**src/hw/rtl/ffc_param_row_interpolator_macros.svh**
```systemverilog
// ----------------------------------------------------------------------------
// Assertion macros
// Shared assertion shorthands for the row interpolator RTL.
// ----------------------------------------------------------------------------
`ifndef FFC_PARAM_ROW_INTERPOLATOR_MACROS_SVH
`define FFC_PARAM_ROW_INTERPOLATOR_MACROS_SVH

// same-cycle implication, clock and reset are the house names
`define FFC_ASSERT_IMPL(label, ante, cons, msg) \
   label: assert property (@(posedge clock) disable iff (reset) (ante) |-> (cons)) \
      else $error(msg);

// next-cycle implication
`define FFC_ASSERT_NEXT(label, ante, cons, msg) \
   label: assert property (@(posedge clock) disable iff (reset) (ante) |=> (cons)) \
      else $error(msg);

`endif

```
**src/hw/rtl/ffc_pkg.sv**
```systemverilog
// ----------------------------------------------------------------------------
// ffc_pkg
// Types and constants of the flat-field parameter row interpolator.
// ----------------------------------------------------------------------------
package ffc_pkg;

   localparam int MAX_BLOCKS_PER_ROW = 64;
   localparam int MAX_BLOCK_ROWS     = 64;

   localparam int WORD_W   = 24;
   localparam int GAIN_W   = 13;
   localparam int OFS_W    = 11;
   localparam int CFG_W    = 7;
   localparam int CSR_W    = 32;
   localparam int CSR_AW   = 3;

   localparam int MAX_PICKED = (MAX_BLOCKS_PER_ROW + 1) / 2;
   localparam int COL_W = ($clog2(MAX_PICKED) > 0) ? $clog2(MAX_PICKED) : 1;
   localparam int ROW_W = ($clog2(MAX_BLOCK_ROWS) > 0) ? $clog2(MAX_BLOCK_ROWS) : 1;
   localparam int CMP_W = ((COL_W > ROW_W) ? COL_W : ROW_W) + CFG_W;

   localparam logic [CFG_W-1:0] BPR_RESET  = CFG_W'(25);
   localparam logic [CFG_W-1:0] ROWS_RESET = CFG_W'(18);

   // register index, taken from paddr bit 2
   localparam logic REG_BLOCKS_PER_ROW = 1'b0;
   localparam logic REG_BLOCK_ROWS     = 1'b1;

   localparam int QUEUE_DEPTH = 4;
   localparam int QPTR_W = ($clog2(QUEUE_DEPTH) > 0) ? $clog2(QUEUE_DEPTH) : 1;
   localparam int QCNT_W = $clog2(QUEUE_DEPTH + 1);

   // result slots of one step, emitted lowest first
   localparam int SLOT_PREV = 0;
   localparam int SLOT_MID  = 1;
   localparam int SLOT_DUP  = 2;
   localparam int SLOT_TAIL = 3;
   localparam int SLOT_N    = 4;

   typedef struct packed {
      logic [WORD_W-1:0] prev_word;
      logic [WORD_W-1:0] mid_word;
      logic [WORD_W-1:0] cur_word;
      logic [SLOT_N-1:0] emit_mask;
      logic              last_row;
   } desc_type;

   function automatic logic [CFG_W-1:0] clamp_reg(input logic [CFG_W-1:0] v, input int maxv);
      logic [CFG_W-1:0] r;
      if (v == '0) begin
         r = CFG_W'(1);
      end else if (int'(v) > maxv) begin
         r = CFG_W'(maxv);
      end else begin
         r = v;
      end
      return r;
   endfunction

   function automatic logic [WORD_W-1:0] midpoint(input logic [WORD_W-1:0] a,
                                                  input logic [WORD_W-1:0] b);
      logic [GAIN_W:0] gsum;
      logic [OFS_W:0]  osum;
      logic [OFS_W:0]  oadj;
      gsum = {1'b0, a[WORD_W-1:OFS_W]} + {1'b0, b[WORD_W-1:OFS_W]};
      osum = {a[OFS_W-1], a[OFS_W-1:0]} + {b[OFS_W-1], b[OFS_W-1:0]};
      // round toward zero: bias negative sums by one before the shift
      oadj = osum + {{OFS_W{1'b0}}, osum[OFS_W]};
      return {gsum[GAIN_W:1], oadj[OFS_W:1]};
   endfunction

endpackage

```
**src/hw/rtl/ffc_param_row_interpolator.sv**
```systemverilog
// ----------------------------------------------------------------------------
// ffc_param_row_interpolator
// Expands half-sampled flat-field parameter rows to full row width.
// ----------------------------------------------------------------------------
// Input queue port: drive req_sampled_param with push while full is low; one
// word is taken per cycle. Result queue port: while empty is low the oldest
// result sits on rsp_block_param and its flags; pop takes it.
// Each sampled word yields zero to four results: none for the first word of
// a row (unless the row has one sample), the stored word and the midpoint for
// later words, and one or two copies of the row's last word at the row end.
// Results leave at one beat per cycle while pop is held high; a row of B
// blocks yields B results, all passing the single output register of the
// back end. When the back end is idle, the first result of a word passes
// the queue entry, the back end's step register and the output register
// before it is visible on rsp_block_param.
// A four-entry descriptor queue decouples input and output; when pop is held
// low the queue fills and full rises, nothing is dropped.
// Reset clears counters, stored word and queues; blocks_per_row returns to 25
// and block_rows to 18. Registers: blocks_per_row at 0x0, block_rows at 0x4.
// ----------------------------------------------------------------------------
module ffc_param_row_interpolator import ffc_pkg::*; (
   input  logic              clock,
   input  logic              reset,
   input  logic              push,
   output logic              full,
   input  logic [WORD_W-1:0] req_sampled_param,
   output logic              empty,
   input  logic              pop,
   output logic [WORD_W-1:0] rsp_block_param,
   output logic              rsp_row_end,
   output logic              rsp_frame_end,
   output logic              rsp_step_last,
   input  logic              psel,
   input  logic              penable,
   input  logic              pwrite,
   input  logic [CSR_AW-1:0] paddr,
   input  logic [CSR_W-1:0]  pwdata,
   output logic [CSR_W-1:0]  prdata,
   output logic              pready
);

   logic [CFG_W-1:0] bpr_ff, bpr_in, rows_ff, rows_in;
   logic             wr_en;
   logic             fq_push, q_full, q_pop, q_empty;
   desc_type         fq_desc, q_head;

   always_comb begin
      pready  = 1'b1;
      wr_en   = psel && penable && pwrite;
      bpr_in  = bpr_ff;
      rows_in = rows_ff;
      if (wr_en && (paddr[2] == REG_BLOCKS_PER_ROW)) begin
         bpr_in = pwdata[CFG_W-1:0];
      end
      if (wr_en && (paddr[2] == REG_BLOCK_ROWS)) begin
         rows_in = pwdata[CFG_W-1:0];
      end
      case (paddr[2])
         REG_BLOCKS_PER_ROW: prdata = CSR_W'(bpr_ff);
         REG_BLOCK_ROWS:     prdata = CSR_W'(rows_ff);
         default:            prdata = '0;
      endcase
   end

   always_ff @(posedge clock) begin
      if (reset) begin
         bpr_ff  <= BPR_RESET;
         rows_ff <= ROWS_RESET;
      end else begin
         bpr_ff  <= bpr_in;
         rows_ff <= rows_in;
      end
   end

   assign full = q_full;

   ffc_front u_front (
      .clock          (clock),
      .reset          (reset),
      .blocks_per_row (bpr_ff),
      .block_rows     (rows_ff),
      .push           (push),
      .word           (req_sampled_param),
      .q_full         (q_full),
      .q_push         (fq_push),
      .q_desc         (fq_desc)
   );

   ffc_queue u_queue (
      .clock     (clock),
      .reset     (reset),
      .push      (fq_push),
      .push_desc (fq_desc),
      .full      (q_full),
      .pop       (q_pop),
      .head      (q_head),
      .empty     (q_empty)
   );

   ffc_back u_back (
      .clock       (clock),
      .reset       (reset),
      .q_head      (q_head),
      .q_empty     (q_empty),
      .q_pop       (q_pop),
      .pop         (pop),
      .empty       (empty),
      .block_param (rsp_block_param),
      .row_end     (rsp_row_end),
      .frame_end   (rsp_frame_end),
      .step_last   (rsp_step_last)
   );

endmodule

```
**src/hw/rtl/ffc_front.sv**
```systemverilog
// ----------------------------------------------------------------------------
// ffc_front
// Accepts sampled words, tracks column and row, builds one step descriptor.
// ----------------------------------------------------------------------------
module ffc_front import ffc_pkg::*; (
   input  logic              clock,
   input  logic              reset,
   input  logic [CFG_W-1:0]  blocks_per_row,
   input  logic [CFG_W-1:0]  block_rows,
   input  logic              push,
   input  logic [WORD_W-1:0] word,
   input  logic              q_full,
   output logic              q_push,
   output desc_type          q_desc
);

   logic [WORD_W-1:0] prev_ff, prev_in;
   logic [COL_W-1:0]  col_ff, col_in;
   logic [ROW_W-1:0]  row_ff, row_in;

   logic [CFG_W-1:0]  nb, nr, picked;
   logic [CFG_W:0]    nb_inc;
   logic              accept, last_col, last_row, pair;

   always_comb begin
      nb       = clamp_reg(blocks_per_row, MAX_BLOCKS_PER_ROW);
      nr       = clamp_reg(block_rows, MAX_BLOCK_ROWS);
      nb_inc   = {1'b0, nb} + (CFG_W+1)'(1);
      picked   = nb_inc[CFG_W:1];
      last_col = CMP_W'(col_ff) >= (CMP_W'(picked) - CMP_W'(1));
      last_row = CMP_W'(row_ff) >= (CMP_W'(nr) - CMP_W'(1));
      pair     = col_ff != '0;
      accept   = push && !q_full;

      q_push = accept && (pair || last_col);
      q_desc.prev_word = prev_ff;
      q_desc.mid_word  = midpoint(prev_ff, word);
      q_desc.cur_word  = word;
      q_desc.emit_mask = '0;
      q_desc.emit_mask[SLOT_PREV] = pair;
      q_desc.emit_mask[SLOT_MID]  = pair;
      q_desc.emit_mask[SLOT_DUP]  = last_col && !nb[0];
      q_desc.emit_mask[SLOT_TAIL] = last_col;
      q_desc.last_row  = last_row;

      prev_in = prev_ff;
      col_in  = col_ff;
      row_in  = row_ff;
      if (accept) begin
         prev_in = word;
         if (last_col) begin
            col_in = '0;
            row_in = last_row ? '0 : row_ff + ROW_W'(1);
         end else begin
            col_in = col_ff + COL_W'(1);
         end
      end
   end

   always_ff @(posedge clock) begin
      if (reset) begin
         prev_ff <= '0;
         col_ff  <= '0;
         row_ff  <= '0;
      end else begin
         prev_ff <= prev_in;
         col_ff  <= col_in;
         row_ff  <= row_in;
      end
   end

endmodule

```
**src/hw/rtl/ffc_queue.sv**
```systemverilog
// ----------------------------------------------------------------------------
// ffc_queue
// Short descriptor queue between front and back.
// ----------------------------------------------------------------------------
module ffc_queue import ffc_pkg::*; (
   input  logic     clock,
   input  logic     reset,
   input  logic     push,
   input  desc_type push_desc,
   output logic     full,
   input  logic     pop,
   output desc_type head,
   output logic     empty
);

`include "ffc_param_row_interpolator_macros.svh"

   desc_type          q_ff [QUEUE_DEPTH];
   logic [QPTR_W-1:0] wr_ff, wr_in, rd_ff, rd_in;
   logic [QCNT_W-1:0] cnt_ff, cnt_in;
   logic              do_push, do_pop;

   always_comb begin
      full    = cnt_ff == QCNT_W'(QUEUE_DEPTH);
      empty   = cnt_ff == '0;
      head    = q_ff[rd_ff];
      do_push = push && !full;
      do_pop  = pop && !empty;
      wr_in   = wr_ff;
      rd_in   = rd_ff;
      cnt_in  = cnt_ff;
      if (do_push) begin
         wr_in = (wr_ff == QPTR_W'(QUEUE_DEPTH - 1)) ? '0 : wr_ff + QPTR_W'(1);
      end
      if (do_pop) begin
         rd_in = (rd_ff == QPTR_W'(QUEUE_DEPTH - 1)) ? '0 : rd_ff + QPTR_W'(1);
      end
      if (do_push && !do_pop) begin
         cnt_in = cnt_ff + QCNT_W'(1);
      end else if (do_pop && !do_push) begin
         cnt_in = cnt_ff - QCNT_W'(1);
      end
   end

   always_ff @(posedge clock) begin
      if (reset) begin
         wr_ff  <= '0;
         rd_ff  <= '0;
         cnt_ff <= '0;
      end else begin
         wr_ff  <= wr_in;
         rd_ff  <= rd_in;
         cnt_ff <= cnt_in;
      end
   end

   always_ff @(posedge clock) begin
      if (do_push) begin
         q_ff[wr_ff] <= push_desc;
      end
   end

   `FFC_ASSERT_IMPL(a_no_push_full, push, !full, "descriptor pushed into full queue")
   `FFC_ASSERT_IMPL(a_cnt_bound, 1'b1, cnt_ff <= QCNT_W'(QUEUE_DEPTH), "queue count overflow")

endmodule

```
**src/hw/rtl/ffc_back.sv**
```systemverilog
// ----------------------------------------------------------------------------
// ffc_back
// Walks the result slots of each descriptor, one beat per cycle while pop keeps the output register free.
// ----------------------------------------------------------------------------
module ffc_back import ffc_pkg::*; (
   input  logic              clock,
   input  logic              reset,
   input  desc_type          q_head,
   input  logic              q_empty,
   output logic              q_pop,
   input  logic              pop,
   output logic              empty,
   output logic [WORD_W-1:0] block_param,
   output logic              row_end,
   output logic              frame_end,
   output logic              step_last
);

`include "ffc_param_row_interpolator_macros.svh"

   desc_type          cur_ff, cur_in;
   logic [SLOT_N-1:0] mask_ff, mask_in, sel, rem;
   logic              out_valid_ff, out_valid_in;
   logic [WORD_W-1:0] out_word_ff, out_word_in;
   logic              out_row_end_ff, out_row_end_in;
   logic              out_frame_end_ff, out_frame_end_in;
   logic              out_step_last_ff, out_step_last_in;
   logic              pop_ok, slot_free, emit, need_load;

   always_comb begin
      pop_ok    = pop && out_valid_ff;
      slot_free = !out_valid_ff || pop_ok;
      emit      = slot_free && (mask_ff != '0);
      sel       = mask_ff & (~mask_ff + SLOT_N'(1));
      rem       = mask_ff & ~sel;
      need_load = (mask_ff == '0) || (emit && (rem == '0));
      q_pop     = need_load && !q_empty;

      cur_in  = q_pop ? q_head : cur_ff;
      mask_in = mask_ff;
      if (q_pop) begin
         mask_in = q_head.emit_mask;
      end else if (emit) begin
         mask_in = rem;
      end

      out_valid_in     = out_valid_ff && !pop_ok;
      out_word_in      = out_word_ff;
      out_row_end_in   = out_row_end_ff;
      out_frame_end_in = out_frame_end_ff;
      out_step_last_in = out_step_last_ff;
      if (emit) begin
         out_valid_in     = 1'b1;
         out_row_end_in   = sel[SLOT_TAIL];
         out_frame_end_in = sel[SLOT_TAIL] && cur_ff.last_row;
         out_step_last_in = rem == '0;
         if (sel[SLOT_PREV]) begin
            out_word_in = cur_ff.prev_word;
         end else if (sel[SLOT_MID]) begin
            out_word_in = cur_ff.mid_word;
         end else begin
            out_word_in = cur_ff.cur_word;
         end
      end

      empty       = !out_valid_ff;
      block_param = out_word_ff;
      row_end     = out_row_end_ff;
      frame_end   = out_frame_end_ff;
      step_last   = out_step_last_ff;
   end

   always_ff @(posedge clock) begin
      if (reset) begin
         mask_ff      <= '0;
         out_valid_ff <= 1'b0;
      end else begin
         mask_ff      <= mask_in;
         out_valid_ff <= out_valid_in;
      end
   end

   always_ff @(posedge clock) begin
      cur_ff           <= cur_in;
      out_word_ff      <= out_word_in;
      out_row_end_ff   <= out_row_end_in;
      out_frame_end_ff <= out_frame_end_in;
      out_step_last_ff <= out_step_last_in;
   end

   `FFC_ASSERT_IMPL(a_row_end_last, out_valid_ff && out_row_end_ff, out_step_last_ff, "row end not last of step")
   `FFC_ASSERT_IMPL(a_frame_in_row, out_valid_ff && out_frame_end_ff, out_row_end_ff, "frame end without row end")

endmodule
```
**config.mk**
```make
export PLATFORM = sky130hd
export DESIGN_NAME = ffc_param_row_interpolator
export DESIGN_NICKNAME = d
export VERILOG_FILES = /design/src/hw/rtl/ffc_pkg.sv /design/src/hw/rtl/ffc_param_row_interpolator.sv /design/src/hw/rtl/ffc_front.sv /design/src/hw/rtl/ffc_queue.sv /design/src/hw/rtl/ffc_back.sv
export VERILOG_INCLUDE_DIRS = /design/src /design/src/hw/rtl
export SDC_FILE = /design/constraint.sdc
export NUM_CORES = 1
export LEC_CHECK = 0
export ABC_CLOCK_PERIOD_IN_PS = 5700
export CELL_PAD_IN_SITES_DETAIL_PLACEMENT = 0
export CELL_PAD_IN_SITES_GLOBAL_PLACEMENT = 1
export CORE_ASPECT_RATIO = 0.75
export CORE_MARGIN = 2
export CORE_UTILIZATION = 50
export CTS_CLUSTER_SIZE = 20
export DETAILED_ROUTE_END_ITERATION = 12
export DONT_BUFFER_PORTS = 1
export PLACE_DENSITY = 0.75
export SLEW_MARGIN = 20
export SYNTH_ARGS = -nofsm -noshare
export SYNTH_HDL_FRONTEND = slang
export SYNTH_HIERARCHICAL = 1
export SYNTH_SLANG_ARGS = --single-unit
export TNS_END_PERCENT = 10
```
**constraint.sdc**
```tcl
create_clock -name clock -period 5.7 [get_ports clock]
set_clock_uncertainty 0.1 [all_clocks]
set_input_delay 0.855 -clock clock [delete_from_list [all_inputs] [get_ports clock]]
set_output_delay 0.855 -clock clock [all_outputs]
set_load 0.01 [all_outputs]
```
==> PnR_summary.wiki <==
{| class="wikitable"
! Metric !! Value
|-
| Worst slew margin relative to its limit || 30.4%
|-
| Number of iterations in the first detailed-routing pass || 5
|-
| Worst-Margin Slew || 1040 ps
|-
| Worst-skew pair later-pin latency || 560 ps
|-
| Vias in the first global route || 10000
|-
| Dominant register cell in the synthesized netlist || sky130_fd_sc_hd__edfxtp_1
|-
| Hold-fix buffer count after cts || 0
|-
| Part of the power in registers || 51.4%
|-
| Portion of the clock cycle consumed by the worst path in the final layout || 89.5%
|-
| Share of power burned in the clock network || 29.8%
|-
| Width of the chip || 235 um
|-
| RD Place Congestion || 0.758
|-
| Number of max-slew violations in the final report || 0
|-
| Pwr dens || 452 nW/um^2
|-
| Maximum number of pins on one net before global-route repair || 79
|-
| Site row count || 63
|-
| CTS tree || built
|-
| Result of the run || complete, no violations
|-
| Worst-case vdd ir drop || 0.000211 V
|-
| CTS clock-pin slew for the worst setup and hold paths || 60 ps
|-
| Synth Cell Area || 19900 um^2
|-
| Synth cell types || 77
|-
| Syn. warnings || 6
|-
| DRC violation count after routing || 0
|-
| Total internal power || 7.07 mW
|-
| First-pass GRT wire length || 58000 um
|-
| Sequential cell area fraction in the yosys report || 67.8%
|-
| Antenna viol nets, final || 0
|-
| Global route total overflow || 0
|-
| Aggregate negative setup slack || 0 ps
|-
| Number of enable-type register cells in the synthesized netlist || 408
|-
| Total global routing track utilization || 18.4%
|-
| Number of endpoints failing setup at the final stage || 0
|-
| Peak fanout along the critical path || 12
|-
| Fmax achieved || 196 MHz
|-
| Biggest area consumer among synthesized cells || sky130_fd_sc_hd__edfxtp_1
|-
| Switching power || 2.68 mW
|-
| Total vias in the final route || 9848
|-
| Final design area excluding fillers || 21600 um^2
|-
| Post-Synthesis Cells || 1238
|-
| Initial core utilization || 50.6%
|-
| Number of port buffers || 0
|-
| Critical path start-end classification || reg -> reg
|-
| Share of post-route cells with drive strength above 1 || 15.7%
|-
| Endpoint type of the worst setup path || flip-flop
|-
| Critical Path AT || 5490 ps
|-
| Worst setup SP type || flip-flop
|-
| Number of levels the H-tree was split into || 2
|-
| Instance area after placement || 20100 um^2
|-
| Total of max-cap violations || 0
|-
| Average instance area after synthesis || 16.1 um^2
|-
| Final HPWL DP || 21400 um
|-
| First-iteration detailed-routing DRC count || 617
|-
| Number of CTS-inserted buffers || 45
|-
| Layout overhead on the synthesized area || 8.22%
|-
| Post-synth top area share || 61.5%
|-
| Critical Path RT || 6090 ps
|-
| Unrepaired setup endpoints after global routing || false
|-
| Switch share || 27.5%
|-
| Proportion of register bits with asynchronous set or reset after synthesis || 0%
|-
| # clock sinks || 471
|-
| # nets final || 1334
|-
| Cells taking the most area after synthesis || sky130_fd_sc_hd__edfxtp_1 (61%), sky130_fd_sc_hd__mux4_2 (8.7%), sky130_fd_sc_hd__dfxtp_1 (6.3%), sky130_fd_sc_hd__ha_1 (3.0%), sky130_fd_sc_hd__mux2i_1 (2.1%)
|-
| DIE AREA || 41500 um^2
|-
| WL final || 36800 um
|-
| Floorplan core area || 39400 um^2
|-
| Maximum buffer depth of the clock tree || 3
|-
| Depth of the worst hold-timing path || 0
|-
| Antenna violations before repair || 0
|-
| Clock Root Buffer || sky130_fd_sc_hd__clkbuf_16
|-
| Yosys reg bits || 471
|-
| Post-route minimum period || 5100 ps
|-
| Vias per inst || 5.55
|-
| Share of total power in combinational logic || 18.9%
|-
| Cell count of the worst reg-to-reg path || 24
|-
| Leakage power of the design || 7.07 nW
|-
| Die outline height || 177 um
|-
| Class of the tightest hold or removal check || in -> reg
|-
| Count of final hold-check violations || 0
|-
| Total I/O pin count || 128
|-
| DR WL/cell || 20.7 um
|-
| # diodes || 0
|}
## logic make-up (layout without fill, tap and decap cells)
group,Yosys count,in the layout,synth area share [%]
flops,471,471,67.8
simple gates,260,260,6.47
compound gates,157,157,5.27
buf+inv,134,126,4.30
mux,125,125,11.2
fa+ha+maj,51,51,3.30
xor+xnor,38,38,1.67
other cells,2,26,0.0377
## Yosys cell counts (4+ instances only)
cell	count
sky130_fd_sc_hd__or3_1	7
sky130_fd_sc_hd__buf_12	4
sky130_fd_sc_hd__edfxtp_1	408
sky130_fd_sc_hd__o211ai_1	5
sky130_fd_sc_hd__buf_6	9
sky130_fd_sc_hd__o21a_1	7
sky130_fd_sc_hd__nand3_1	13
sky130_fd_sc_hd__nand2_1	93
sky130_fd_sc_hd__mux2i_1	41
sky130_fd_sc_hd__a32o_1	4
sky130_fd_sc_hd__buf_2	13
sky130_fd_sc_hd__o21ai_0	24
sky130_fd_sc_hd__and3_1	13
sky130_fd_sc_hd__nor3_1	13
sky130_fd_sc_hd__nor2b_1	12
sky130_fd_sc_hd__o21ai_1	21
sky130_fd_sc_hd__clkbuf_1	25
sky130_fd_sc_hd__buf_4	54
sky130_fd_sc_hd__xor2_1	11
sky130_fd_sc_hd__nor4_1	6
sky130_fd_sc_hd__mux2_2	7
sky130_fd_sc_hd__mux4_2	77
sky130_fd_sc_hd__ha_1	47
sky130_fd_sc_hd__dfxtp_1	63
sky130_fd_sc_hd__a21o_1	6
sky130_fd_sc_hd__nor3b_1	6
sky130_fd_sc_hd__a21oi_1	52
sky130_fd_sc_hd__nor2_1	53
sky130_fd_sc_hd__nand2b_1	23
sky130_fd_sc_hd__xnor2_1	27
sky130_fd_sc_hd__inv_1	25
## through the flow
step | std cells | utilization (%) | worst slack [ps] | power [mW] | hold slack [ps]
2_1_floorplan | 1262 | - | 465 | 6.48 | 356
3_3_place_gp | 1691 | 51.1 | 586 | 6.93 | 362
3_5_place_dp | 1691 | 51.1 | 528 | 6.99 | 376
4_1_cts | 1774 | 54.7 | 503 | 9.92 | 240
5_1_grt | 1774 | 54.7 | 61.1 | 10.3 | 252
6_report | 1774 | 54.7 | 596 | 9.75 | 291
## state kept, by name, indices dropped and copies added (netlist names), 2 cells and up, named ones only
| register | cells |
|---|---|
| u_queue/q_ff | 308 |
| u_back/cur_ff | 73 |
| u_back/block_param | 24 |
| u_front/prev_ff | 24 |
| bpr_ff | 7 |
| rows_ff | 7 |
| u_front/row_ff | 6 |
| u_front/col_ff | 5 |
| u_back/mask_ff | 4 |
| u_queue/cnt_ff | 3 |
| u_queue/rd_ff | 2 |
| u_queue/wr_ff | 2 |
## power by group through the flow
stage | sequential, mW | combinational [mW] | clock, mW
6_report | 5.01 | 1.84 | 2.90
5_1_grt | 5.09 | 2.04 | 3.14
4_1_cts | 5.03 | 1.89 | 2.99
3_5_place_dp | 5.10 | 1.89 | 0
3_3_place_gp | 5.08 | 1.85 | 0
2_1_floorplan | 4.94 | 1.55 | 0
## cells in the final DEF, fill, tap and decap left out, drive strengths merged, types with 3 or more instances in the layout
| master | netlist | final |
|---|---|---|
| nor3 | 14 | 14 |
| buf | 80 | 16 |
| a21o | 7 | 7 |
| a32o | 4 | 4 |
| clkbuf | 27 | 64 |
| nand3 | 13 | 13 |
| xnor2 | 27 | 27 |
| mux2i | 41 | 41 |
| bufinv | 0 | 3 |
| a2111oi | 5 | 5 |
| conb | 2 | 26 |
| nand2 | 93 | 93 |
| a221o | 3 | 3 |
| dfxtp | 63 | 63 |
| inv | 26 | 29 |
| ha | 47 | 47 |
| mux4 | 77 | 77 |
| o21ai | 46 | 46 |
| and3 | 13 | 13 |
| mux2 | 7 | 7 |
| nor2 | 54 | 54 |
| a211oi | 3 | 3 |
| xor2 | 11 | 11 |
| o31ai | 5 | 5 |
| nor2b | 13 | 13 |
| nor4 | 6 | 6 |
| edfxtp | 408 | 408 |
| o21a | 7 | 7 |
| a21oi | 52 | 52 |
| and2 | 3 | 3 |
| nand2b | 23 | 23 |
| nor3b | 6 | 6 |
| or3 | 9 | 9 |
| fa | 3 | 3 |
| o211ai | 5 | 5 |
| clkinv | 1 | 12 |
| o22ai | 3 | 3 |
## path summary, 6_finish.rpt
| path | from | endpoint | slack, ps |
|---|---|---|---|
| hold / removal | req_sampled_param[18] | u_queue/q_ff[1][23] | 290 |
| hold reg to reg | u_front/col_ff[0] | u_front/col_ff[0] | 390 |
| setup / recovery | bpr_ff[0] | u_queue/cnt_ff[2] | 600 |
| setup reg to reg | bpr_ff[0] | u_queue/cnt_ff[2] | 600 |
## area by class of cell
type                            count  area, um^2
Tap cell                          520         651
Fill cell                        3086       17800
Inverter                           27         101
Clock inverter                     19         180
Timing Repair Buffer               16         170
Clock buffer                       64        1260
Sequential cell                   471       13500
Multi-Input combinational cell    657        5690
## critical path: stages (launching register included)
cell	delay [ps]
sky130_fd_sc_hd__dfxtp_1	380
sky130_fd_sc_hd__nor4_1	370
sky130_fd_sc_hd__a21oi_1	120
sky130_fd_sc_hd__nor2_1	140
sky130_fd_sc_hd__ha_1	220
sky130_fd_sc_hd__and3_1	230
sky130_fd_sc_hd__xnor2_1	80
sky130_fd_sc_hd__a21oi_1	200
sky130_fd_sc_hd__nor2_1	70
sky130_fd_sc_hd__nand2_1	80
sky130_fd_sc_hd__xor2_1	160
sky130_fd_sc_hd__ha_1	190
sky130_fd_sc_hd__nor2_1	50
sky130_fd_sc_hd__a221o_1	500
sky130_fd_sc_hd__clkinv_1	270
sky130_fd_sc_hd__nor2_1	110
sky130_fd_sc_hd__nor2_2	240
sky130_fd_sc_hd__inv_1	90
sky130_fd_sc_hd__nor2_1	190
sky130_fd_sc_hd__ha_1	210
sky130_fd_sc_hd__inv_1	60
sky130_fd_sc_hd__fa_1	370
sky130_fd_sc_hd__xor2_1	160
sky130_fd_sc_hd__or3_1	310
sky130_fd_sc_hd__a21oi_1	140
## timing repair
action / CTS / global route
endpoints found under the hold margin: 0 / 0
buffers inserted: 0 / 0
endpoints found under the setup margin: 0 / 1
resized for setup: 0 / 1
## layer usage
| metal | wire, um | global-route usage (%) | vias to the layer above |
|---|---|---|---|
| met1 | 16700 | 26.0 | 4975 |
| met3 | 1890 | 3.66 | 58 |
| met2 | 17600 | 29.5 | 180 |
| met5 | 0 | 0 | - |
| met4 | 647 | 4.40 | 0 |
| li1 | - | - | 4635 |
No activity file was read; power rests on OpenSTA's default activity.
